### config.mk
export PLATFORM = sky130hd
export DESIGN_NAME = cnms_window
export DESIGN_NICKNAME = d
export VERILOG_FILES = /design/src/sv/cnms_pkg.sv /design/src/sv/cnms_window.sv
export SDC_FILE = /design/constraint.sdc
export NUM_CORES = 1
export LEC_CHECK = 0
export ABC_AREA = 1
export ABC_CLOCK_PERIOD_IN_PS = 7200
export BUFFER_PORTS_ARGS = -buffer_cell sky130_fd_sc_hd__buf_2
export CAP_MARGIN = 10
export CORE_MARGIN = 3
export CORE_UTILIZATION = 35
export DETAILED_ROUTE_END_ITERATION = 8
export GPL_ROUTABILITY_DRIVEN = 0
export PLACE_DENSITY = 0.56
export SYNTH_ARGS = -nofsm -noshare
export SYNTH_HDL_FRONTEND = slang
export SYNTH_SLANG_ARGS = --single-unit
### constraint.sdc
create_clock -name clk -period 7.2 [get_ports clk]
set_input_delay 1.44 -clock clk [delete_from_list [all_inputs] [get_ports clk]]
set_output_delay 1.44 -clock clk [all_outputs]
set_load 0.005 [all_outputs]
### src/sv/cnms_pkg.sv
// Shared types, constants and the angle binning function for the Canny
// non-maximum suppression block. No dependencies.
`timescale 1ns / 1ps

package cnms_pkg;

    // Default sizes, handed to the top level parameters.
    localparam int DEF_MAX_WIDTH = 1024;
    localparam int DEF_MAG_BITS  = 16;

    // Frame geometry.
    localparam int MAX_HEIGHT   = 4096;
    localparam int ROW_BITS     = 12;
    localparam int HEIGHT_BITS  = 13;
    localparam int RESET_WIDTH  = 640;
    localparam int RESET_HEIGHT = 480;

    // Configuration port.
    localparam int CFG_WIDTH_BITS = 11;
    localparam int CFG_DATA_BITS  = 13;
    localparam int CFG_INDEX_BITS = 1;
    localparam logic [CFG_INDEX_BITS-1:0] CFG_IMAGE_WIDTH  = 1'b0;
    localparam logic [CFG_INDEX_BITS-1:0] CFG_IMAGE_HEIGHT = 1'b1;

    // Stream payload.
    localparam int FIELD_BITS      = 16;
    localparam int IN_DATA_BITS    = 2 * FIELD_BITS;
    localparam int OUT_DATA_BITS   = FIELD_BITS;
    localparam int ANGLE_FRAC_BITS = 15;

    // Ring of row stores.
    localparam int SLOT_COUNT = 4;
    localparam int SLOT_BITS  = 2;
    typedef logic [SLOT_BITS-1:0] slot_t;

    // Direction bins and their edges (32768 units = pi).
    localparam int BIN_BITS = 2;
    typedef enum logic [BIN_BITS-1:0] {
        BIN_HORZ,
        BIN_DIAG_NW,
        BIN_VERT,
        BIN_DIAG_NE
    } bin_t;

    localparam logic [ANGLE_FRAC_BITS-1:0] ANGLE_22_5  = 15'd4096;
    localparam logic [ANGLE_FRAC_BITS-1:0] ANGLE_67_5  = 15'd12288;
    localparam logic [ANGLE_FRAC_BITS-1:0] ANGLE_112_5 = 15'd20480;
    localparam logic [ANGLE_FRAC_BITS-1:0] ANGLE_157_5 = 15'd28672;

    // Window indexes.
    localparam int WIN_COLS = 3;
    localparam int WIN_ROWS = 3;
    localparam int COL_L    = 0;
    localparam int COL_C    = 1;
    localparam int COL_R    = 2;
    localparam int ROW_UP   = 0;
    localparam int ROW_MID  = 1;
    localparam int ROW_DN   = 2;

    // Control that travels with one result from the sequencer to the window.
    typedef struct packed {
        slot_t mid_slot;
        logic  up_clamp;
        logic  dn_clamp;
        logic  first_col;
        logic  end_of_row;
        logic  end_of_frame;
    } emit_ctrl_t;

    // Folding a negative angle by adding pi keeps just the low 15 bits.
    function automatic bin_t angle_bin(input logic [ANGLE_FRAC_BITS-1:0] u);
        bin_t b;
        if ((u < ANGLE_22_5) || (u >= ANGLE_157_5)) begin
            b = BIN_HORZ;
        end else if (u < ANGLE_67_5) begin
            b = BIN_DIAG_NW;
        end else if (u < ANGLE_112_5) begin
            b = BIN_VERT;
        end else begin
            b = BIN_DIAG_NE;
        end
        return b;
    endfunction

endpackage

### src/sv/cnms_window.sv
// 3x3 magnitude window fed from the row store reads, and the peak test along
// the center pixel's direction bin. Depends on cnms_pkg.
`timescale 1ns / 1ps

module cnms_window
    import cnms_pkg::*;
#(
    parameter int MAG_W = DEF_MAG_BITS
)(
    input  logic                        clk,
    input  logic                        load,
    input  emit_ctrl_t                  ctrl,
    input  logic [MAG_W+BIN_BITS-1:0]   rd_a [SLOT_COUNT],
    input  logic [MAG_W+BIN_BITS-1:0]   rd_b [SLOT_COUNT],
    output logic [MAG_W-1:0]            thin_mag
);

    localparam int WORD_BITS = MAG_W + BIN_BITS;

    slot_t                 up_slot;
    slot_t                 dn_slot;
    logic [WORD_BITS-1:0]  a_mid;
    logic [WORD_BITS-1:0]  b_mid;
    logic [MAG_W-1:0]      a_col [WIN_ROWS];
    logic [MAG_W-1:0]      b_col [WIN_ROWS];
    logic [MAG_W-1:0]      win_reg  [WIN_COLS][WIN_ROWS];
    logic [MAG_W-1:0]      win_next [WIN_COLS][WIN_ROWS];
    bin_t                  center_bin_next;
    bin_t                  right_bin_reg, right_bin_next;
    logic [MAG_W-1:0]      m;
    logic [MAG_W-1:0]      m1;
    logic [MAG_W-1:0]      m2;

    assign up_slot = ctrl.mid_slot - slot_t'(1);
    assign dn_slot = ctrl.mid_slot + slot_t'(1);
    assign a_mid   = rd_a[ctrl.mid_slot];
    assign b_mid   = rd_b[ctrl.mid_slot];

    // Rows outside the frame are replaced by the center row.
    always_comb
    begin
        a_col[ROW_MID] = a_mid[MAG_W-1:0];
        b_col[ROW_MID] = b_mid[MAG_W-1:0];
        a_col[ROW_UP]  = ctrl.up_clamp ? a_mid[MAG_W-1:0] : rd_a[up_slot][MAG_W-1:0];
        b_col[ROW_UP]  = ctrl.up_clamp ? b_mid[MAG_W-1:0] : rd_b[up_slot][MAG_W-1:0];
        a_col[ROW_DN]  = ctrl.dn_clamp ? a_mid[MAG_W-1:0] : rd_a[dn_slot][MAG_W-1:0];
        b_col[ROW_DN]  = ctrl.dn_clamp ? b_mid[MAG_W-1:0] : rd_b[dn_slot][MAG_W-1:0];
    end

    // At the first column the left neighbor is the center itself.
    always_comb
    begin
        for (int r = 0; r < WIN_ROWS; r++)
        begin
            win_next[COL_L][r] = ctrl.first_col ? a_col[r] : win_reg[COL_C][r];
            win_next[COL_C][r] = ctrl.first_col ? a_col[r] : win_reg[COL_R][r];
            win_next[COL_R][r] = b_col[r];
        end
        center_bin_next = ctrl.first_col ? bin_t'(a_mid[WORD_BITS-1:MAG_W]) : right_bin_reg;
        right_bin_next  = bin_t'(b_mid[WORD_BITS-1:MAG_W]);
    end

    always_comb
    begin
        m  = win_next[COL_C][ROW_MID];
        m1 = win_next[COL_L][ROW_MID];
        m2 = win_next[COL_R][ROW_MID];
        case (center_bin_next)
            BIN_HORZ:
            begin
                m1 = win_next[COL_L][ROW_MID];
                m2 = win_next[COL_R][ROW_MID];
            end
            BIN_DIAG_NW:
            begin
                m1 = win_next[COL_L][ROW_UP];
                m2 = win_next[COL_R][ROW_DN];
            end
            BIN_VERT:
            begin
                m1 = win_next[COL_C][ROW_UP];
                m2 = win_next[COL_C][ROW_DN];
            end
            BIN_DIAG_NE:
            begin
                m1 = win_next[COL_R][ROW_UP];
                m2 = win_next[COL_L][ROW_DN];
            end
        endcase
        thin_mag = ((m >= m1) && (m > m2)) ? m : '0;
    end

    always_ff @(posedge clk)
    begin
        if (load)
        begin
            win_reg       <= win_next;
            right_bin_reg <= right_bin_next;
        end
    end

endmodule

==> metrics.md <==
| Metric | Value |
|---|---|
| Area added between synthesis and finish | `12.3%` |
| Cell-by-cell trace of the critical path | `buf_2, buf_4, nand2_1, nand2_1, nand2_2, nand2_4, nor2_4, nand3_1, nand2_1, ha_1, inv_1, nor2_1, o21bai_1, nand2_1, nand2_1, nand2_1, nand2_1, nand2_1, nand3_1, buf_4, nor2_1, buf_2` |
| Total setup violations reported at the end of the flow | `0` |
| Number of nets with antenna violations after detailed routing | `0` |
| Worst min-delay path category | `flip-flop to flip-flop` |
| Cell at the root of the clock tree | `sky130_fd_sc_hd__clkbuf_16` |
| Req. time, crit path | `5.76 ns` |
| DRC Markers | `0` |
| DRT iter0 DRCs | `875` |
| Utilization after layout | `40.4%` |
| Shortest period the worst path allows | `6.53 ns` |
| First-pass GRT wire length | `55,000 µm` |
| Worst-case clock skew | `0.00701 ns` |
| Height of the die | `173 µm` |
| Seq/Total Area, Yosys | `30.1%` |
| H-tree levels | `3` |
| Horizontal extent of the die | `173 µm` |
| Die footprint | `30,000 µm²` |
| Critical path endpoint category | `output pin` |
| Post-cts sizing count | `0` |
| Number of detailed-route iterations in the first pass | `5` |
| Vias per inst | `4.92` |
| Number of buffers added for setup after CTS | `0` |
| Synthesized cell area | `9780 µm²` |
| Final-report hold violation count | `0` |
| Timing-limited maximum frequency | `153 MHz` |
| Highest net fanout along the worst path | `31` |
| Critical path's most frequent cell | `sky130_fd_sc_hd__nand2_1` |
| Distinct cells, synth | `27` |
| Total power consumption of the routed design | `0.00198 W` |
| Critical path class | `input pin to output pin` |
| Crit path largest cell delay | `0.83 ns` |
| Grt total ovfl | `0` |
| Clock tree from TritonCTS | `yes` |
| GR Util All Layers | `23.2%` |
| Top post-synthesis cells by count | `998 x sky130_fd_sc_hd__nand2_1, 150 x sky130_fd_sc_hd__nand3_1, 114 x sky130_fd_sc_hd__nor2_1` |
| Routed WL per cell | `16.2 µm` |
| Number of max-capacitance violations reported | `0` |
| Via count of the routed design | `10,635` |
| Syn_area_per_cell | `5.82 µm²` |
| WL final | `35,100 µm` |
| Number of buffers added by the clock tree synthesis step | `9` |
| Setup TNS | `0 ns` |
| Number of hold buffers added after CTS | `0` |
| Boundary Pins | `169` |
| Worst reg-to-reg setup slack | `6.02 ns` |
| VDD IR max | `0.116 mV` |
| Total core area | `27,200 µm²` |
| Least-Margin Pin Slew | `0.962 ns` |
| Share of flip-flops with an asynchronous set or reset after synthesis | `0%` |
| Filler-free cell count of the finished design | `2,162` |
| Tightest slew margin relative to the limit | `35.7%` |
| Main synth FF type | `sky130_fd_sc_hd__edfxtp_1` |
| Clk_lat worst skew | `0.35 ns` |
| Number of placement rows | `60` |
| Clk slew on worst S/H paths | `0.07 ns` |
| Area fraction of the dominant cell type after synthesis | `38.3%` |
| Count of nets after finishing | `1,971` |
| Top cell type by total area after synthesis | `sky130_fd_sc_hd__nand2_1` |
| Most common cell in the synthesized netlist | `sky130_fd_sc_hd__nand2_1` |
| PnR worst setup slack | `0.669 ns` |
| Dpl ws | `0.718 ns` |
| Number of pins with negative max-slew slack in the final report | `0` |
| Gate count of the mapped netlist | `1,680` |
| Final period utilization | `90.7%` |
| Cell types with the largest area share after synthesis | `sky130_fd_sc_hd__nand2_1 38%, sky130_fd_sc_hd__edfxtp_1 30%, sky130_fd_sc_hd__nand3_1 7.7%, sky130_fd_sc_hd__nor2_1 4.4%, sky130_fd_sc_hd__ha_1 4.1%` |
| Half-perimeter wire length of the detailed placement result | `25,700 µm` |
| Unrepaired setup endpoints after global routing | `false` |
| Leakage power | `6.11 nW` |
| Count of port buffers added during placement | `166` |
| Synth Net Count | `1,865` |
| Largest net degree at the start of global routing | `84` |
| Power density relative to cell area | `180 nW/µm²` |
| Maximum buffer depth of the clock tree | `2` |
| Antenna violations before repair | `1` |
| Number of global-route vias before repair | `9,767` |
| Number of flops mapped to enable cells by yosys | `98` |
| Worst setup SP type | `input pin` |
| Number of synthesis warnings | `0` |
| Status | `finished clean` |
| Clock Sink Count | `98` |
| Layout cells sized above 1 | `12.1%` |
| Starting density of the core | `36.0%` |
| Worst EP arrival | `5.09 ns` |
| Slowest stage cell on the critical path | `sky130_fd_sc_hd__nor2_4` |
| Number of flip-flops under the largest register name | `96` |
| Post-Place Cells | `2,147` |
| Seq cells post-synth | `98` |
[cell families after synthesis]
group           share of synthesized area, %
flops                                   30.1
buf+inv                                 9.10
fa+ha+maj                               4.09
compound gates                          4.41
simple gates                            52.3
[placed cells by master, fill, tap and decap left out]
cell type,netlist,layout
sky130_fd_sc_hd__o21ai_0,20,20
sky130_fd_sc_hd__nor2_1,114,114
sky130_fd_sc_hd__clkinvlp_4,0,1
sky130_fd_sc_hd__diode_2,0,1
sky130_fd_sc_hd__a21oi_1,15,15
sky130_fd_sc_hd__clkinv_1,0,2
sky130_fd_sc_hd__nand2_4,4,4
sky130_fd_sc_hd__inv_4,0,1
sky130_fd_sc_hd__buf_2,33,164
sky130_fd_sc_hd__o21a_1,2,2
sky130_fd_sc_hd__o21bai_1,1,1
sky130_fd_sc_hd__inv_2,3,2
sky130_fd_sc_hd__o21ai_1,42,42
sky130_fd_sc_hd__bufinv_16,0,1
sky130_fd_sc_hd__nor2_8,1,1
sky130_fd_sc_hd__clkbuf_16,0,9
sky130_fd_sc_hd__nor2_4,3,3
sky130_fd_sc_hd__nand2_1,998,998
sky130_fd_sc_hd__nand3_1,150,150
sky130_fd_sc_hd__edfxtp_1,98,98
sky130_fd_sc_hd__a22oi_1,2,2
sky130_fd_sc_hd__or2_2,2,2
sky130_fd_sc_hd__nand3_2,2,2
sky130_fd_sc_hd__buf_4,17,21
sky130_fd_sc_hd__nand2_2,4,4
sky130_fd_sc_hd__buf_12,0,1
sky130_fd_sc_hd__inv_1,89,89
sky130_fd_sc_hd__clkbuf_1,16,1
sky130_fd_sc_hd__a21oi_2,1,1
sky130_fd_sc_hd__nand4_1,4,4
sky130_fd_sc_hd__ha_1,32,32
sky130_fd_sc_hd__nor3_1,2,2
[metrics by stage]
stage               hold WS [ns]  area, µm²
global route               0.561      11000
global placement           0.523      10700
CTS                        0.545      11000
floorplan                  0.516       9780
detailed placement         0.530      10700
finish                     0.544      11000
[where the power goes]
group          internal, W  switching (W)  total (W)
sequential        0.000700      0.0000137   0.000714
clock             0.000264       0.000219   0.000483
combinational     0.000253       0.000527   0.000779
[worst max-delay path, delay by kind of cell]
kind / cells / cell delay (ns)
simple gates: 15 / 2.33
buf+inv: 5 / 0.96
fa+ha+maj: 1 / 0.24
compound gates: 1 / 0.11
[cell type report]
| class | instances | area (µm²) |
|---|---|---|
| Timing Repair Buffer | 186 | 998 |
| Multi-Input combinational cell | 1399 | 5950 |
| Clock buffer | 10 | 229 |
| Tap cell | 372 | 465 |
| Fill cell | 3072 | 16200 |
| Antenna cell | 1 | 2.50 |
| Inverter | 92 | 348 |
| Sequential cell | 98 | 2940 |
| Clock inverter | 4 | 45.0 |
[routing by layer]
metal  GRT usage [%]  share of wire [%]
met1            32.5                 46
met2            37.8                 45
met3            3.32                6.8
met4            5.68                1.8
met5               0              0.034
[final timing paths]
kind | from | to | cells after the start
setup / recovery | ctrl[6] | thin_mag[5] | 22
hold / removal | win_reg[14] | win_reg[62] | 2
setup reg to reg | win_reg[17] | win_reg[65] | 2
hold reg to reg | win_reg[14] | win_reg[62] | 2
(Power assumes the default switching activity.)
