File: config.mk
export PLATFORM = sky130hd
export DESIGN_NAME = cnms_seq
export DESIGN_NICKNAME = d
export VERILOG_FILES = /design/src/sv/cnms_pkg.sv /design/src/sv/cnms_seq.sv
export SDC_FILE = /design/constraint.sdc
export NUM_CORES = 1
export LEC_CHECK = 0
export BUFFER_PORTS_ARGS = -buffer_cell sky130_fd_sc_hd__clkbuf_2
export CORE_UTILIZATION = 30
export DETAILED_ROUTE_END_ITERATION = 8
export PLACE_DENSITY_LB_ADDON = 0.05
export SYNTH_ARGS = -nofsm -noshare
export SYNTH_HDL_FRONTEND = slang
export SYNTH_SLANG_ARGS = --single-unit
export TNS_END_PERCENT = 1
File: constraint.sdc
create_clock -name clk -period 2.9 [get_ports clk]
set_clock_uncertainty 0.05 [all_clocks]
set_input_delay 0 -clock clk [delete_from_list [all_inputs] [get_ports clk]]
set_output_delay 0 -clock clk [all_outputs]
set_load 0.1 [all_outputs]
File: src/sv/cnms_pkg.sv
// Shared types, constants and the angle binning function for the Canny
// non-maximum suppression block. No dependencies.
`timescale 1ns / 1ps

package cnms_pkg;

    // Default sizes, handed to the top level parameters.
    localparam int DEF_MAX_WIDTH = 1024;
    localparam int DEF_MAG_BITS  = 16;

    // Frame geometry.
    localparam int MAX_HEIGHT   = 4096;
    localparam int ROW_BITS     = 12;
    localparam int HEIGHT_BITS  = 13;
    localparam int RESET_WIDTH  = 640;
    localparam int RESET_HEIGHT = 480;

    // Configuration port.
    localparam int CFG_WIDTH_BITS = 11;
    localparam int CFG_DATA_BITS  = 13;
    localparam int CFG_INDEX_BITS = 1;
    localparam logic [CFG_INDEX_BITS-1:0] CFG_IMAGE_WIDTH  = 1'b0;
    localparam logic [CFG_INDEX_BITS-1:0] CFG_IMAGE_HEIGHT = 1'b1;

    // Stream payload.
    localparam int FIELD_BITS      = 16;
    localparam int IN_DATA_BITS    = 2 * FIELD_BITS;
    localparam int OUT_DATA_BITS   = FIELD_BITS;
    localparam int ANGLE_FRAC_BITS = 15;

    // Ring of row stores.
    localparam int SLOT_COUNT = 4;
    localparam int SLOT_BITS  = 2;
    typedef logic [SLOT_BITS-1:0] slot_t;

    // Direction bins and their edges (32768 units = pi).
    localparam int BIN_BITS = 2;
    typedef enum logic [BIN_BITS-1:0] {
        BIN_HORZ,
        BIN_DIAG_NW,
        BIN_VERT,
        BIN_DIAG_NE
    } bin_t;

    localparam logic [ANGLE_FRAC_BITS-1:0] ANGLE_22_5  = 15'd4096;
    localparam logic [ANGLE_FRAC_BITS-1:0] ANGLE_67_5  = 15'd12288;
    localparam logic [ANGLE_FRAC_BITS-1:0] ANGLE_112_5 = 15'd20480;
    localparam logic [ANGLE_FRAC_BITS-1:0] ANGLE_157_5 = 15'd28672;

    // Window indexes.
    localparam int WIN_COLS = 3;
    localparam int WIN_ROWS = 3;
    localparam int COL_L    = 0;
    localparam int COL_C    = 1;
    localparam int COL_R    = 2;
    localparam int ROW_UP   = 0;
    localparam int ROW_MID  = 1;
    localparam int ROW_DN   = 2;

    // Control that travels with one result from the sequencer to the window.
    typedef struct packed {
        slot_t mid_slot;
        logic  up_clamp;
        logic  dn_clamp;
        logic  first_col;
        logic  end_of_row;
        logic  end_of_frame;
    } emit_ctrl_t;

    // Folding a negative angle by adding pi keeps just the low 15 bits.
    function automatic bin_t angle_bin(input logic [ANGLE_FRAC_BITS-1:0] u);
        bin_t b;
        if ((u < ANGLE_22_5) || (u >= ANGLE_157_5)) begin
            b = BIN_HORZ;
        end else if (u < ANGLE_67_5) begin
            b = BIN_DIAG_NW;
        end else if (u < ANGLE_112_5) begin
            b = BIN_VERT;
        end else begin
            b = BIN_DIAG_NE;
        end
        return b;
    endfunction

endpackage

File: src/sv/cnms_seq.sv
// Position sequencer: configuration registers, input and output raster
// positions, ring slots and the pending count. Depends on cnms_pkg.
`timescale 1ns / 1ps

module cnms_seq
    import cnms_pkg::*;
#(
    parameter int MAX_WIDTH = DEF_MAX_WIDTH
)(
    input  logic                              clk,
    input  logic                              rst_n,
    input  logic                              cfg_we,
    input  logic [CFG_INDEX_BITS-1:0]         cfg_index,
    input  logic [CFG_DATA_BITS-1:0]          cfg_data,
    input  logic                              beat,
    input  logic                              is_flush,
    output logic                              emit,
    output logic                              wr_en,
    output slot_t                             wr_slot,
    output logic [$clog2(MAX_WIDTH)-1:0]      wr_col,
    output logic [$clog2(MAX_WIDTH)-1:0]      rd_addr_a,
    output logic [$clog2(MAX_WIDTH)-1:0]      rd_addr_b,
    output emit_ctrl_t                        ctrl
);

    localparam int COL_BITS  = $clog2(MAX_WIDTH);
    localparam int WID_BITS  = $clog2(MAX_WIDTH + 1);
    localparam int PEND_BITS = $clog2(MAX_WIDTH + 2);
    localparam int REQ_BITS  = (WID_BITS > CFG_WIDTH_BITS) ? WID_BITS : CFG_WIDTH_BITS;
    localparam int RESET_W   = (RESET_WIDTH > MAX_WIDTH) ? MAX_WIDTH : RESET_WIDTH;

    logic [WID_BITS-1:0]    width_reg, width_next;
    logic [HEIGHT_BITS-1:0] height_reg, height_next;
    logic [COL_BITS-1:0]    in_col_reg, in_col_next;
    logic [COL_BITS-1:0]    out_col_reg, out_col_next;
    logic [ROW_BITS-1:0]    in_row_reg, in_row_next;
    logic [ROW_BITS-1:0]    out_row_reg, out_row_next;
    slot_t                  in_slot_reg, in_slot_next;
    slot_t                  out_slot_reg, out_slot_next;
    logic [PEND_BITS-1:0]   pending_reg, pending_next;

    logic [REQ_BITS-1:0]    width_req;
    logic [HEIGHT_BITS-1:0] height_req;
    logic                   in_col_last;
    logic                   in_row_last;
    logic                   out_col_last;
    logic                   out_row_last;
    logic                   at_frame_start;
    logic                   pending_full;

    assign width_req  = REQ_BITS'(cfg_data[CFG_WIDTH_BITS-1:0]);
    assign height_req = cfg_data[HEIGHT_BITS-1:0];

    assign in_col_last  = (WID_BITS'(in_col_reg) + WID_BITS'(1)) == width_reg;
    assign out_col_last = (WID_BITS'(out_col_reg) + WID_BITS'(1)) == width_reg;
    assign in_row_last  = (HEIGHT_BITS'(in_row_reg) + HEIGHT_BITS'(1)) == height_reg;
    assign out_row_last = (HEIGHT_BITS'(out_row_reg) + HEIGHT_BITS'(1)) == height_reg;

    assign at_frame_start = (in_col_reg == '0) && (in_row_reg == '0);
    assign pending_full   = pending_reg == (PEND_BITS'(width_reg) + PEND_BITS'(1));

    // A flush only drains once the input has wrapped to the start of a frame.
    assign emit = is_flush ? (at_frame_start && (pending_reg != '0)) : pending_full;

    assign wr_en   = beat && !is_flush;
    assign wr_slot = in_slot_reg;
    assign wr_col  = in_col_reg;

    // Port A fetches the center column at the start of a row, port B the
    // column to the right, clamped at the right edge.
    assign rd_addr_a = out_col_reg;
    assign rd_addr_b = out_col_last ? out_col_reg : out_col_reg + COL_BITS'(1);

    assign ctrl.mid_slot     = out_slot_reg;
    assign ctrl.up_clamp     = (out_row_reg == '0);
    assign ctrl.dn_clamp     = out_row_last;
    assign ctrl.first_col    = (out_col_reg == '0);
    assign ctrl.end_of_row   = out_col_last;
    assign ctrl.end_of_frame = out_col_last && out_row_last;

    always_comb
    begin
        width_next    = width_reg;
        height_next   = height_reg;
        in_col_next   = in_col_reg;
        in_row_next   = in_row_reg;
        in_slot_next  = in_slot_reg;
        out_col_next  = out_col_reg;
        out_row_next  = out_row_reg;
        out_slot_next = out_slot_reg;
        pending_next  = pending_reg;

        if (cfg_we)
        begin
            unique case (cfg_index)
                CFG_IMAGE_WIDTH:
                begin
                    if (width_req == '0)
                    begin
                        width_next = WID_BITS'(1);
                    end
                    else if (width_req > REQ_BITS'(MAX_WIDTH))
                    begin
                        width_next = WID_BITS'(MAX_WIDTH);
                    end
                    else
                    begin
                        width_next = WID_BITS'(width_req);
                    end
                end
                CFG_IMAGE_HEIGHT:
                begin
                    if (height_req == '0)
                    begin
                        height_next = HEIGHT_BITS'(1);
                    end
                    else if (height_req > HEIGHT_BITS'(MAX_HEIGHT))
                    begin
                        height_next = HEIGHT_BITS'(MAX_HEIGHT);
                    end
                    else
                    begin
                        height_next = height_req;
                    end
                end
                default:
                begin
                end
            endcase
            // Any write restarts the stream; stored rows are kept.
            in_col_next   = '0;
            in_row_next   = '0;
            in_slot_next  = '0;
            out_col_next  = '0;
            out_row_next  = '0;
            out_slot_next = '0;
            pending_next  = '0;
        end
        else if (beat)
        begin
            if (!is_flush)
            begin
                if (in_col_last)
                begin
                    in_col_next  = '0;
                    in_slot_next = in_slot_reg + slot_t'(1);
                    in_row_next  = in_row_last ? '0 : in_row_reg + ROW_BITS'(1);
                end
                else
                begin
                    in_col_next = in_col_reg + COL_BITS'(1);
                end
                if (!pending_full)
                begin
                    pending_next = pending_reg + PEND_BITS'(1);
                end
            end
            else if (emit)
            begin
                pending_next = pending_reg - PEND_BITS'(1);
            end

            if (emit)
            begin
                if (out_col_last)
                begin
                    out_col_next  = '0;
                    out_slot_next = out_slot_reg + slot_t'(1);
                    out_row_next  = out_row_last ? '0 : out_row_reg + ROW_BITS'(1);
                end
                else
                begin
                    out_col_next = out_col_reg + COL_BITS'(1);
                end
            end
        end
    end

    always_ff @(posedge clk or negedge rst_n)
    begin
        if (!rst_n)
        begin
            width_reg    <= WID_BITS'(RESET_W);
            height_reg   <= HEIGHT_BITS'(RESET_HEIGHT);
            in_col_reg   <= '0;
            in_row_reg   <= '0;
            in_slot_reg  <= '0;
            out_col_reg  <= '0;
            out_row_reg  <= '0;
            out_slot_reg <= '0;
            pending_reg  <= '0;
        end
        else
        begin
            width_reg    <= width_next;
            height_reg   <= height_next;
            in_col_reg   <= in_col_next;
            in_row_reg   <= in_row_next;
            in_slot_reg  <= in_slot_next;
            out_col_reg  <= out_col_next;
            out_row_reg  <= out_row_next;
            out_slot_reg <= out_slot_next;
            pending_reg  <= pending_next;
        end
    end

endmodule

==> results list, run 1 <==
- Measured along the y axis, the die boundary spans 150 um.
- Measured in cells, the most critical reg-to-reg path has a length of 10.
- Across every metal layer, demand over resource in global routing totals 0.199.
* Cell row count: 53
- The detailed router placed 6254 vias in this run.
- The first detailed-routing pass took 5 iterations.
- The number of placed instances, taps included, is 1114.
- Main combinational cell family by area after synthesis: simple AND/OR/NAND/NOR gates
- Power per cell area: 442 nW/um^2
- Stage delay of the slowest cell on the critical path: 0.53 ns
- Quantity of I/O buffers inserted on ports: 59
- The worst setup path is launched from a flip-flop.
* Worst Hold Launch: cfg_data[10]
- VDD sags by at most 0.289 mV.
* Pin count of the biggest net entering global routing: 84
- In the synthesized netlist the async set-or-reset flop fraction comes to 1.00.
* Post-Route WL: 21200 um
- Setup repair after global routing could not meet its margin everywhere.
* Worst path buffer plus inverter count: 4
* Antenna-violating nets left: 0
* Xor/xnor cell area share of the yosys netlist: 0.118
- 0 antenna diodes ended up in the layout.
- Ports: 60
- After layout, the minimum clock period comes to 2.89 ns.
- Min setup slack post-route: 0.00618 ns
- The compound-cell area share of the yosys netlist is 0.183.
- At the placement stage, the worst setup path has a slack of -0.00799 ns.
- The initial antenna violation count was 0.
* Post-synthesis adder-cell area fraction: 0.0422
- Worst Tran Pin Value: 0.859 ns
- Across the run, the number of max-cap violations was 0.
- From synthesis to final layout, the design area changed by 26.0%.
- After detailed routing, the average wire length per cell comes to 18.4 um.
* Average cell area after synthesis: 8.42 um^2
- Derived from the worst setup path, the maximum achievable clock frequency is 0.346 GHz.
- Summing internal, switching and leakage power gives 0.00367 W.
- CP most frequent cell: sky130_fd_sc_hd__buf_12
- Synthesis produced a netlist with a net count of 821.
* Startpoint-to-endpoint class of the critical path: reg -> out
* Via-per-instance ratio: 5.43
- Required time of the worst setup path: 2.85 ns
- The run finished with clean final reports.
- Of the total synthesized cell area, the portion taken by AND, OR, NAND and NOR gates is 0.257.
- For this run, design rule violations remaining after detail routing come to 0.
- The synthesized design contains 0 enable-type register cells.
- Slew HR: 0.428
- The cell area that synthesis handed to floorplanning was 6590 um^2.
* Number of cells on the worst hold path: 3
- Reported leakage power: 3.51 nW
- At the end of the flow the core is filled with cells to 0.390.
* Post-synthesis sequential area ratio: 0.316
- CP max-delay cell: sky130_fd_sc_hd__dfrtp_1
- Cells along the critical path: buf_4 -> nand3_1 -> xnor2_1 -> nor4_1 -> nand4b_1 -> or3_4 -> inv_6 -> buf_12 -> and2_1 -> buf_12
- The floorplan step defined a die boundary enclosing 22600 um^2.
- The first global-routing pass estimated 34200 um of wire.
- HP Class: in -> reg
- Clock-pin transition on the worst setup and hold timing paths: 0.06 ns
- Cts bufs inserted: 9
* Clock tree sinks: 83
- For this configuration, the core starts out at a cell density of 0.309.
- Filler Cell Count: 2176
* Clock latency on the worst-skew pair: 0.35 ns
- Category of cells accounting for the largest share of critical-path delay: simple AND/OR/NAND/NOR gates
- Data arrival time of the critical path: 2.84 ns
* Cell variety after synth: 80
- Final estimated routing congestion in global placement: 0.891
- Setup slack on the worst reg-to-reg path comes out at 0.14 ns.
* H-Tree Depth: 3
- Non-Filler Instances: 1151
- The register with the most flip-flops in the layout has 13 of them.
* HPWL after DPL: 15900 um
- Worst hold-check slack: 0.00698 ns
* Slew Viols, Final: 0
- Largest driver fanout on the critical path: 8
- Multiplexer share of the synthesized area: 0.0175
* Total grt overflow: 0
- Portion of the clock cycle consumed by the worst path in the final layout: 0.998
- Startpoint of the most critical register-to-register path: rd_addr_a[1]
- Flops & latches, synth: 83
- TritonCTS built the clock tree.
* Number of nets in the finished design: 910
* Endpoint of the worst-slack reg-to-reg timing path: out_row_reg[1]
- Proportion of layout cells with a drive suffix above 1: 0.228
* Core region area: 21300 um^2
- Synthesis produced 782 cells.
- In the synthesized netlist the dominant register cell turns out to be sky130_fd_sc_hd__dfrtp_1.
* Detailed Route Iter0 Violations: 397
- The via count of the first global-routing pass came to 6302.
- CTS root buffer: sky130_fd_sc_hd__clkbuf_16
- Capture endpoint of the worst hold path: height_reg[10]
- Die width: 150 um
* Largest buffer count on any clock path: 2
- Number of hold-slack violations in the final timing report: 0
- Setup violations remaining at the end of the flow were counted as 0.
* Critical Path Sink Type: output pin
- The Yosys step of the flow raised 0 warnings.
## report_power, final
part | internal, W | total (W) | switching (W)
logic | 0.000426 | 0.00101 | 0.000587
registers | 0.00123 | 0.00134 | 0.000114
clock network | 0.000803 | 0.00131 | 0.000511
total | 0.00246 | 0.00367 | 0.00121
## what timing repair did
| action | CTS | global route |
|---|---|---|
| setup buffers | 7 | 0 |
| resized for setup | 23 | 14 |
| endpoints found under the hold margin | 99 | 0 |
| hold buffers | 14 | 0 |
| setup endpoints to repair | 14 | 44 |
| pin swaps | 7 | 6 |
## synth_stat cells, drive strengths merged, types with 5 or more instances
cell type,n,area (um^2)
a22o,10,87.6
nor2,55,209
dfstp,6,158
xor2,25,219
o21ai,64,320
a211oi,5,42.5
or3,15,93.8
clkbuf,21,81.3
a31oi,8,50.1
nand3,26,148
nor2b,9,63.8
nand4b,6,58.8
buf,37,239
and3,15,93.8
nand2b,14,87.6
nor3b,5,48.8
and4,5,43.8
a32o,7,70.1
inv,30,113
xnor2,64,561
and2,14,87.6
mux2i,7,70.1
nor4,21,144
nand4,17,121
o31ai,13,97.6
nor3,22,115
a21oi,30,150
nand2,69,259
a21o,7,52.6
dfrtp,77,1930
ha,19,238
## worst max path at each step
stage	start	endpoint	slack, ns	depth (start not counted)
final	rd_addr_a[3]	ctrl[0]	0.006	10
after global routing	out_row_reg[0]	ctrl[0]	-0.12	11
after CTS	out_row_reg[0]	ctrl[0]	-0.04	11
after detailed placement	pending_reg[1]	pending_reg[10]	-0.008	8
after global placement	pending_reg[1]	pending_reg[10]	-0.01	8
after floorplan	rd_addr_a[0]	rd_addr_b[5]	-0.81	10
## final cells by class
cell class / count / area, um^2 / area share
Timing Repair Buffer: 136 / 1170 / 0.141
Multi-Input combinational cell: 611 / 4240 / 0.511
Tap cell: 275 / 344 / 0.0415
Sequential cell: 83 / 2090 / 0.252
Clock inverter: 4 / 73.8 / 0.00890
Inverter: 30 / 118 / 0.0142
Clock buffer: 12 / 256 / 0.0309
## cell families (layout without fill, tap and decap cells)
family,after synthesis,count (layout)
buffers and inverters,88,182
flip-flops,83,83
multiplexers,11,11
AO/OA/AOI/OAI,182,182
AND/OR/NAND/NOR,307,307
XOR/XNOR,89,89
adder cells (fa/ha/maj),22,22
## per-stage QoR
step	cell area (um^2)	TNS [ns]
floorplan	6660	-20.93
global placement	7650	-0.0138
detailed placement	7650	-0.00799
CTS	8240	-0.201
global route	8300	-0.851
finish	8300	0
## tightest hold or removal path: stages
cell and delay (ns):
sky130_fd_sc_hd__clkbuf_2 0.19, sky130_fd_sc_hd__nand2b_1 0.11, sky130_fd_sc_hd__o21ai_0 0.06
## cell usage in the layout (no fill, tap or decap), types with 17 or more instances in the layout
cell	count
sky130_fd_sc_hd__a21oi_1	30
sky130_fd_sc_hd__buf_12	17
sky130_fd_sc_hd__buf_4	57
sky130_fd_sc_hd__clkbuf_2	44
sky130_fd_sc_hd__dfrtp_1	74
sky130_fd_sc_hd__ha_1	17
sky130_fd_sc_hd__inv_1	27
sky130_fd_sc_hd__nand2_1	63
sky130_fd_sc_hd__nand3_1	23
sky130_fd_sc_hd__nor2_1	53
sky130_fd_sc_hd__nor3_1	21
sky130_fd_sc_hd__o21ai_0	58
sky130_fd_sc_hd__xnor2_1	59
sky130_fd_sc_hd__xor2_1	21
## metal layers
layer | share of wire | global-route usage | vias up | wire length [um]
li1 | - | - | 2985 | -
met1 | 0.46 | 0.256 | 3104 | 9730
met2 | 0.49 | 0.336 | 133 | 10300
met3 | 0.031 | 0.0221 | 32 | 658
met4 | 0.024 | 0.0823 | 0 | 508
met5 | 0 | 0 | - | 0
Power figures use the tool's default switching activity.
==> run 2: changes to the inputs <==
Clock period 2.9 ns to 2.5 ns, I/O delays scaled along.
==> results list, run 2 (synthesis gave the netlist of run 1 again) <==
* Worst slack, placed: -0.344 ns
* Setup repair after global routing missed its margin: yes
- Register-to-register path setup slack: -0.14 ns
- The final hold violation count came to 0.
- The filler cells instantiated in the layout total 2088.
- Comb power frac: 0.303
* Worst path buffer plus inverter count: 5
- In the routed design, unresolved DRC markers number 0.
* Cell-internal power: 0.00296 W
- After the first detailed-routing iteration, the DRC count stood at 282.
* CP max-delay cell: sky130_fd_sc_hd__dfrtp_4
* Power per cell area: 469 nW/um^2
* HPWL after DPL: 16500 um
- Proportion of layout cells with a drive suffix above 1: 0.362
* Via total after detailed routing: 6382
* Setup violation total in the final timing report: 38
- The clock passes through at most 2 buffers.
* Cts bufs inserted: 9
- In this run the static leakage power is 4.01 nW.
- In this run the power spent charging and discharging nets is 0.00145 W.
- The die covers 22600 um^2.
- STA classifies the critical path endpoint as an output pin.
* Cell Count Post-Placement: 1214
* Via-per-instance ratio: 5.11
- Final estimated routing congestion in global placement: 0.847
- For this configuration, the core starts out at a cell density of 0.309.
* Largest voltage drop on the vdd net: 0.331 mV
- Number of nets in the finished design: 1007
- During placement, the flow inserted port buffers numbering 59.
- The number of antenna diodes in the final layout is 0.
* Clock latency on the worst-skew pair: 0.35 ns
- Highest-count cells in the layout ignoring fill and taps: sky130_fd_sc_hd__buf_4 (147), sky130_fd_sc_hd__nand2_1 (65), sky130_fd_sc_hd__dfrtp_1 (58)
* First-pass GRT wire length: 35200 um
- Row generation in the floorplan step produced 53 rows.
- After routing the design area is 9400 um^2.
* Largest driver fanout on the critical path: 5
- TritonCTS clock tree: built
* Clock tree sinks: 83
- Die width: 150 um
- Flip-flop and latch area: 2130 um^2
- Max Fclk: 0.343 GHz
- Path length in cells of the critical path: 11
- Area added between synthesis and finish: 42.7%
* Cell area after placement: 8540 um^2
- By startpoint and endpoint, the worst setup path is classified as reg -> out.
- The H-tree was split into 3 levels.
- Category of cells accounting for the largest share of critical-path delay: simple AND/OR/NAND/NOR gates
- For this run, the detailed router's first-pass iteration total came to 4.
- Clock-pin slew was measured on the worst setup and hold paths at 0.06 ns.
- Global routing finished with a remaining overflow of 0.
* CTS root buffer: sky130_fd_sc_hd__clkbuf_16
- The worst setup path is launched from a flip-flop.
- Endpoint of the worst-slack reg-to-reg timing path: out_row_reg[4]
- Entering global routing, the biggest net connects 51 pins.
- Relative contribution of the clock network to total power: 0.349
* Commonest non-fill, non-tap cell in the layout: sky130_fd_sc_hd__buf_4
- Min setup slack post-route: -0.418 ns
- In this run the worst setup path terminates at rd_addr_b[0].
- The initial antenna violation count was 0.
- Switching share of power: 0.329
- Required time of the worst setup path: 2.45 ns
- Dividing the detail-routed wire length by the instance count gives 17.6 um.
* Via count of the first global-routing pass: 6510
* Worst Reg2Reg Path Length in Cells: 9
- From bottom edge to top edge, the die measures 150 um.
- Summed over all failing endpoints, the final setup total negative slack is -6.32 ns.
- Core region area: 21300 um^2
* Portion of the clock cycle consumed by the worst path in the final layout: 1.17
- Ports: 60
* Max reg flops: 13
- The run finished, with violations left.
- For this run, the slowest stage of the critical path takes 0.50 ns.
- Sequential cell fraction of total power: 0.348
* Slew HR: 0.476
* Violated checks: negative setup slack
* Worst hold-check slack: 0.0169 ns
- Slew Viols, Final: 0
- Across the run, the number of max-cap violations was 0.
- At the pin with the least slew margin, the transition time is 0.786 ns.
- Antenna-violating nets left: 0
- Total routing usage reported by global routing: 0.204
* Origin of the worst setup path: rd_addr_a[0]
- The startpoint identified for the worst register-to-register timing path is out_row_reg[0].
- For this run, the number of standard cells in the final layout without fillers is 1248.
* Data arrival time of the critical path: 2.87 ns
- HP Class: in -> reg
* Post-Route WL: 21900 um
* Cells along the critical path: buf_6 -> inv_4 -> ha_4 -> xor2_2 -> nor4_2 -> nand4b_1 -> or3_4 -> buf_6 -> ha_4 -> clkinvlp_4 -> buf_12
- Summing all multi-input logic gate instances after layout gives 4550 um^2.
- For the finished layout, the period the worst path requires is 2.92 ns.
run 2: changes by cell type in the layout (fill, tap and decap cells not counted), moves of 6 or more:
cell / before / now
sky130_fd_sc_hd__buf_4: 57 / 147
sky130_fd_sc_hd__buf_6: 4 / 12
sky130_fd_sc_hd__dfrtp_1: 74 / 58
sky130_fd_sc_hd__dfrtp_2: 3 / 9
sky130_fd_sc_hd__dfrtp_4: 0 / 10
sky130_fd_sc_hd__o21ai_0: 58 / 49
sky130_fd_sc_hd__o21ai_1: 6 / 15
sky130_fd_sc_hd__xnor2_4: 0 / 6
run 2: timing repair:
item,CTS,global route
setup buffers,4,0
pin swaps,17,5
endpoints found under the setup margin,70,71
gates cloned,0,0
hold buffers,14,0
endpoints found under the hold margin,55,0
resized for setup,63,35
run 2: cell type report:
cell class | count | area share
clock buffers | 12 | 0.0273
clock inverters | 4 | 0.00785
inverters | 30 | 0.0132
multi-input cells | 611 | 0.484
flip-flops and latches | 83 | 0.227
well taps | 275 | 0.0366
repair buffers | 233 | 0.204
run 2: worst reg2reg max path: stages, from the launching register on:
cell	delay, ns
sky130_fd_sc_hd__dfrtp_1	0.40
sky130_fd_sc_hd__ha_2	0.21
sky130_fd_sc_hd__nand3_2	0.12
sky130_fd_sc_hd__o21a_1	0.22
sky130_fd_sc_hd__or4_4	0.49
sky130_fd_sc_hd__a221oi_2	0.29
sky130_fd_sc_hd__nand4b_1	0.30
sky130_fd_sc_hd__nand2_1	0.16
sky130_fd_sc_hd__nand2_1	0.06
sky130_fd_sc_hd__a32o_1	0.25
run 2: power groups by stage:
stage / Combinational [W] / Sequential (W) / Clock (W)
after floorplan: 0.000783 / 0.00156 / 0
after global placement: 0.00124 / 0.00156 / 0
after detailed placement: 0.00125 / 0.00156 / 0
after CTS: 0.00133 / 0.00154 / 0.00158
after global routing: 0.00147 / 0.00155 / 0.00161
final: 0.00134 / 0.00153 / 0.00154
run 2: per-stage QoR:
stage,utilization,total power [W]
6_report,0.442,0.00441
3_5_place_dp,0.401,0.00281
3_3_place_gp,0.401,0.00280
4_1_cts,0.435,0.00444
5_1_grt,0.442,0.00462
2_1_floorplan,-,0.00234
run 2: worst min-delay path by stage:
stage                       from              to  slack [ns]  depth (start not counted)
floorplan                  rst_n   height_reg[0]       -0.35                          0
global placement           rst_n       wr_col[7]       -0.03                          1
CTS                 cfg_data[10]  height_reg[10]        0.01                          3
finish              cfg_data[10]  height_reg[10]        0.02                          3
detailed placement         rst_n       wr_col[5]       -0.03                          1
global route        cfg_data[10]  height_reg[10]        0.07                          3
run 2: per-layer routing:
| layer | share of wire | routed length [um] | global-route usage | up-vias |
|---|---|---|---|---|
| li1 | - | - | - | 3174 |
| met1 | 0.46 | 10100 | 0.265 | 3117 |
| met4 | 0.010 | 225 | 0.0545 | 0 |
| met3 | 0.025 | 538 | 0.0191 | 14 |
| met5 | 0 | 0 | 0 | - |
| met2 | 0.50 | 11100 | 0.359 | 77 |
==> run 3: changes to the inputs <==
Settings changed: TNS_END_PERCENT 1 to not set.
==> results list, run 3 (synthesis gave the netlist of run 1 again) <==
- The run finished, with violations left.
- The checks that failed: negative setup slack.
- CP max-delay cell: sky130_fd_sc_hd__dfrtp_4
- From left edge to right edge, the die measures 150 um.
* First-pass GRT wire length: 36100 um
- Pin count of the biggest net entering global routing: 44
- Crit path launch type: flip-flop
- Number of nets in the finished design: 1033
- Along the worst path, the maximum fanout reaches 5.
- STA puts the critical path data required time at 2.45 ns.
- The via count of the first global-routing pass is 6891.
- Quantity of I/O buffers inserted on ports: 59
- Critical Path Sink Type: output pin
* Die H: 150 um
- Setup violation total in the final timing report: 33
* Largest buffer count on any clock path: 2
* Commonest non-fill, non-tap cell in the layout: sky130_fd_sc_hd__buf_4
- In this run the tightest slew margin relative to its limit is 0.476.
* Max Fclk: 0.364 GHz
- The clock tree synthesis step divided the H-tree into 3 levels.
- Min setup slack post-route: -0.244 ns
- Cell row count: 53
- Final std cell area, no fill: 10300 um^2
- The final hold violation count came to 0.
* Min Tclk post-route: 2.74 ns
- Stage delay of the slowest cell on the critical path: 0.46 ns
- At the pin with the least slew margin, the transition time is 0.785 ns.
* Die area: 22600 um^2
- Setup slack on the worst reg-to-reg path comes out at -0.18 ns.
- Cts bufs inserted: 9
- The worst setup path is of the reg -> out kind.
- The startpoint identified for the worst register-to-register timing path is width_reg[5].
- Cells along the critical path: ha_4 -> nand3_4 -> xnor2_4 -> nor4_2 -> nand4b_1 -> or3_4 -> buf_6 -> ha_4 -> clkinvlp_4 -> buf_12
* Via-per-instance ratio: 5.24
* Setup repair after global routing missed its margin: yes
- The min-delay analysis places its worst path in the category in -> reg.
* Number of iterations in the first detailed-routing pass: 4
- Proportion of layout cells with a drive suffix above 1: 0.451
* Number of max-capacitance violations reported: 0
- TritonCTS built the clock tree.
- Prior to clock tree synthesis, the placed netlist has a worst setup slack of -0.190 ns.
- After the first detailed-routing iteration, the DRC count stood at 318.
* Worst Hold Launch: cfg_data[10]
* Data arrival time of the critical path: 2.69 ns
* Residual DRC count: 0
* Final antenna diode count: 0
- Clock tree sinks: 83
* HPWL after DPL: 16700 um
* Post-Route WL: 22900 um
* Total routing usage reported by global routing: 0.207
- The number of pins exceeding their max-slew limit in the final report is 0.
- Average wire per cell in the routed design: 17.9 um
* Power per cell area: 452 nW/um^2
- For this configuration, the core starts out at a cell density of 0.309.
- Number of cells on the worst hold path: 3
- Clock-pin transition on the worst setup and hold timing paths: 0.06 ns
* Highest-count cells in the layout ignoring fill and taps: sky130_fd_sc_hd__buf_4 (154), sky130_fd_sc_hd__nand2_1 (56), sky130_fd_sc_hd__xnor2_1 (54)
- Largest voltage drop on the vdd net: 0.325 mV
- Routability-driven placement finished with a final weighted congestion of 0.847.
- Of the available clock period, the critical path in the final layout requires 1.10.
- Reported leakage power: 4.26 nW
- The path with the worst hold slack has its endpoint at height_reg[10].
- The placed instances occupy a cell area of 8720 um^2.
* Total grt overflow: 0
- The later pin in the worst-skew pair is clocked with a latency of 0.35 ns.
* Endpoint of the worst-slack reg-to-reg timing path: out_row_reg[1]
- CTS root buffer: sky130_fd_sc_hd__clkbuf_16
- The cell that appears most often on the critical path is sky130_fd_sc_hd__ha_4.
* Area added between synthesis and finish: 56.0%
* Number of antenna violations at the first check in global routing: 0
* Max reg flops: 13
- Core region area: 21300 um^2
- Summing over every cut layer, the via total after detailed routing is 6673.
- Counting cells, the worst reg-to-reg path comes to 10.
- The detail route stage leaves a number of antenna-violating nets equal to 0.
- During I/O placement, the number of pins put on the boundary was 60.
run 3: what timing repair did:
action / in CTS / in global routing
hold buffers: 14 / 0
gates resized for setup: 83 / 100
hold endpoints to repair: 64 / 0
pin swaps: 40 / 48
cloned: 2 / 1
setup buffers: 24 / 22
setup endpoints to repair: 64 / 63
run 3: cell type report:
| cell class | instances | area [um^2] |
|---|---|---|
| multi-input cells | 612 | 5100 |
| inverters | 30 | 121 |
| well taps | 275 | 344 |
| flip-flops and latches | 83 | 2150 |
| clock inverters | 3 | 68.8 |
| fillers | 2010 | 11000 |
| repair buffers | 258 | 2220 |
| clock buffers | 13 | 270 |
run 3: worst max-delay path, delay by kind of cell, from the launching register on:
family | cells | cell delay, ns
XOR/XNOR | 1 | 0.16
adder cells (fa/ha/maj) | 2 | 0.47
buffers and inverters | 3 | 0.40
flip-flops | 1 | 0.46
AND/OR/NAND/NOR | 4 | 0.84
run 3: where the power goes:
part           total (W)  internal, W  switching [W]  leakage, nW
combinational    0.00154     0.000710       0.000834         3.02
clock            0.00156     0.000962       0.000602        0.166
sequential       0.00154      0.00143       0.000112         1.07
run 3: stage by stage:
stage	instances	util	hold slack, ns	setup TNS [ns]	total power (W)
global route	1274	0.483	0.0739	-8.81	0.00486
detailed placement	1200	0.410	0.0320	-4.67	0.00284
global placement	1200	0.410	0.0230	-4.14	0.00282
floorplan	782	-	-0.346	-6.36	0.00238
finish	1274	0.483	0.0129	-4.06	0.00465
CTS	1255	0.457	0.00139	-5.54	0.00458
run 3: how the worst max path moves through the flow:
stage / depth (start not counted) / slack, ns / endpoint / start
finish: 10 / -0.24 / rd_addr_b[0] / rd_addr_a[0]
detailed placement: 11 / -0.19 / pending_reg[5] / wr_col[5]
global route: 10 / -0.37 / rd_addr_b[0] / rd_addr_a[0]
global placement: 11 / -0.20 / pending_reg[5] / wr_col[5]
floorplan: 11 / -0.31 / out_row_reg[5] / rd_addr_a[0]
CTS: 11 / -0.35 / rd_addr_b[2] / rd_addr_a[0]
run 3: routing by layer:
metal / track usage / routed length [um] / vias to the layer above
li1: - / - / 3228
met1: 0.260 / 10100 / 3258
met2: 0.364 / 11500 / 147
met3: 0.0212 / 639 / 40
met4: 0.0758 / 562 / 0
met5: 0 / 0 / -
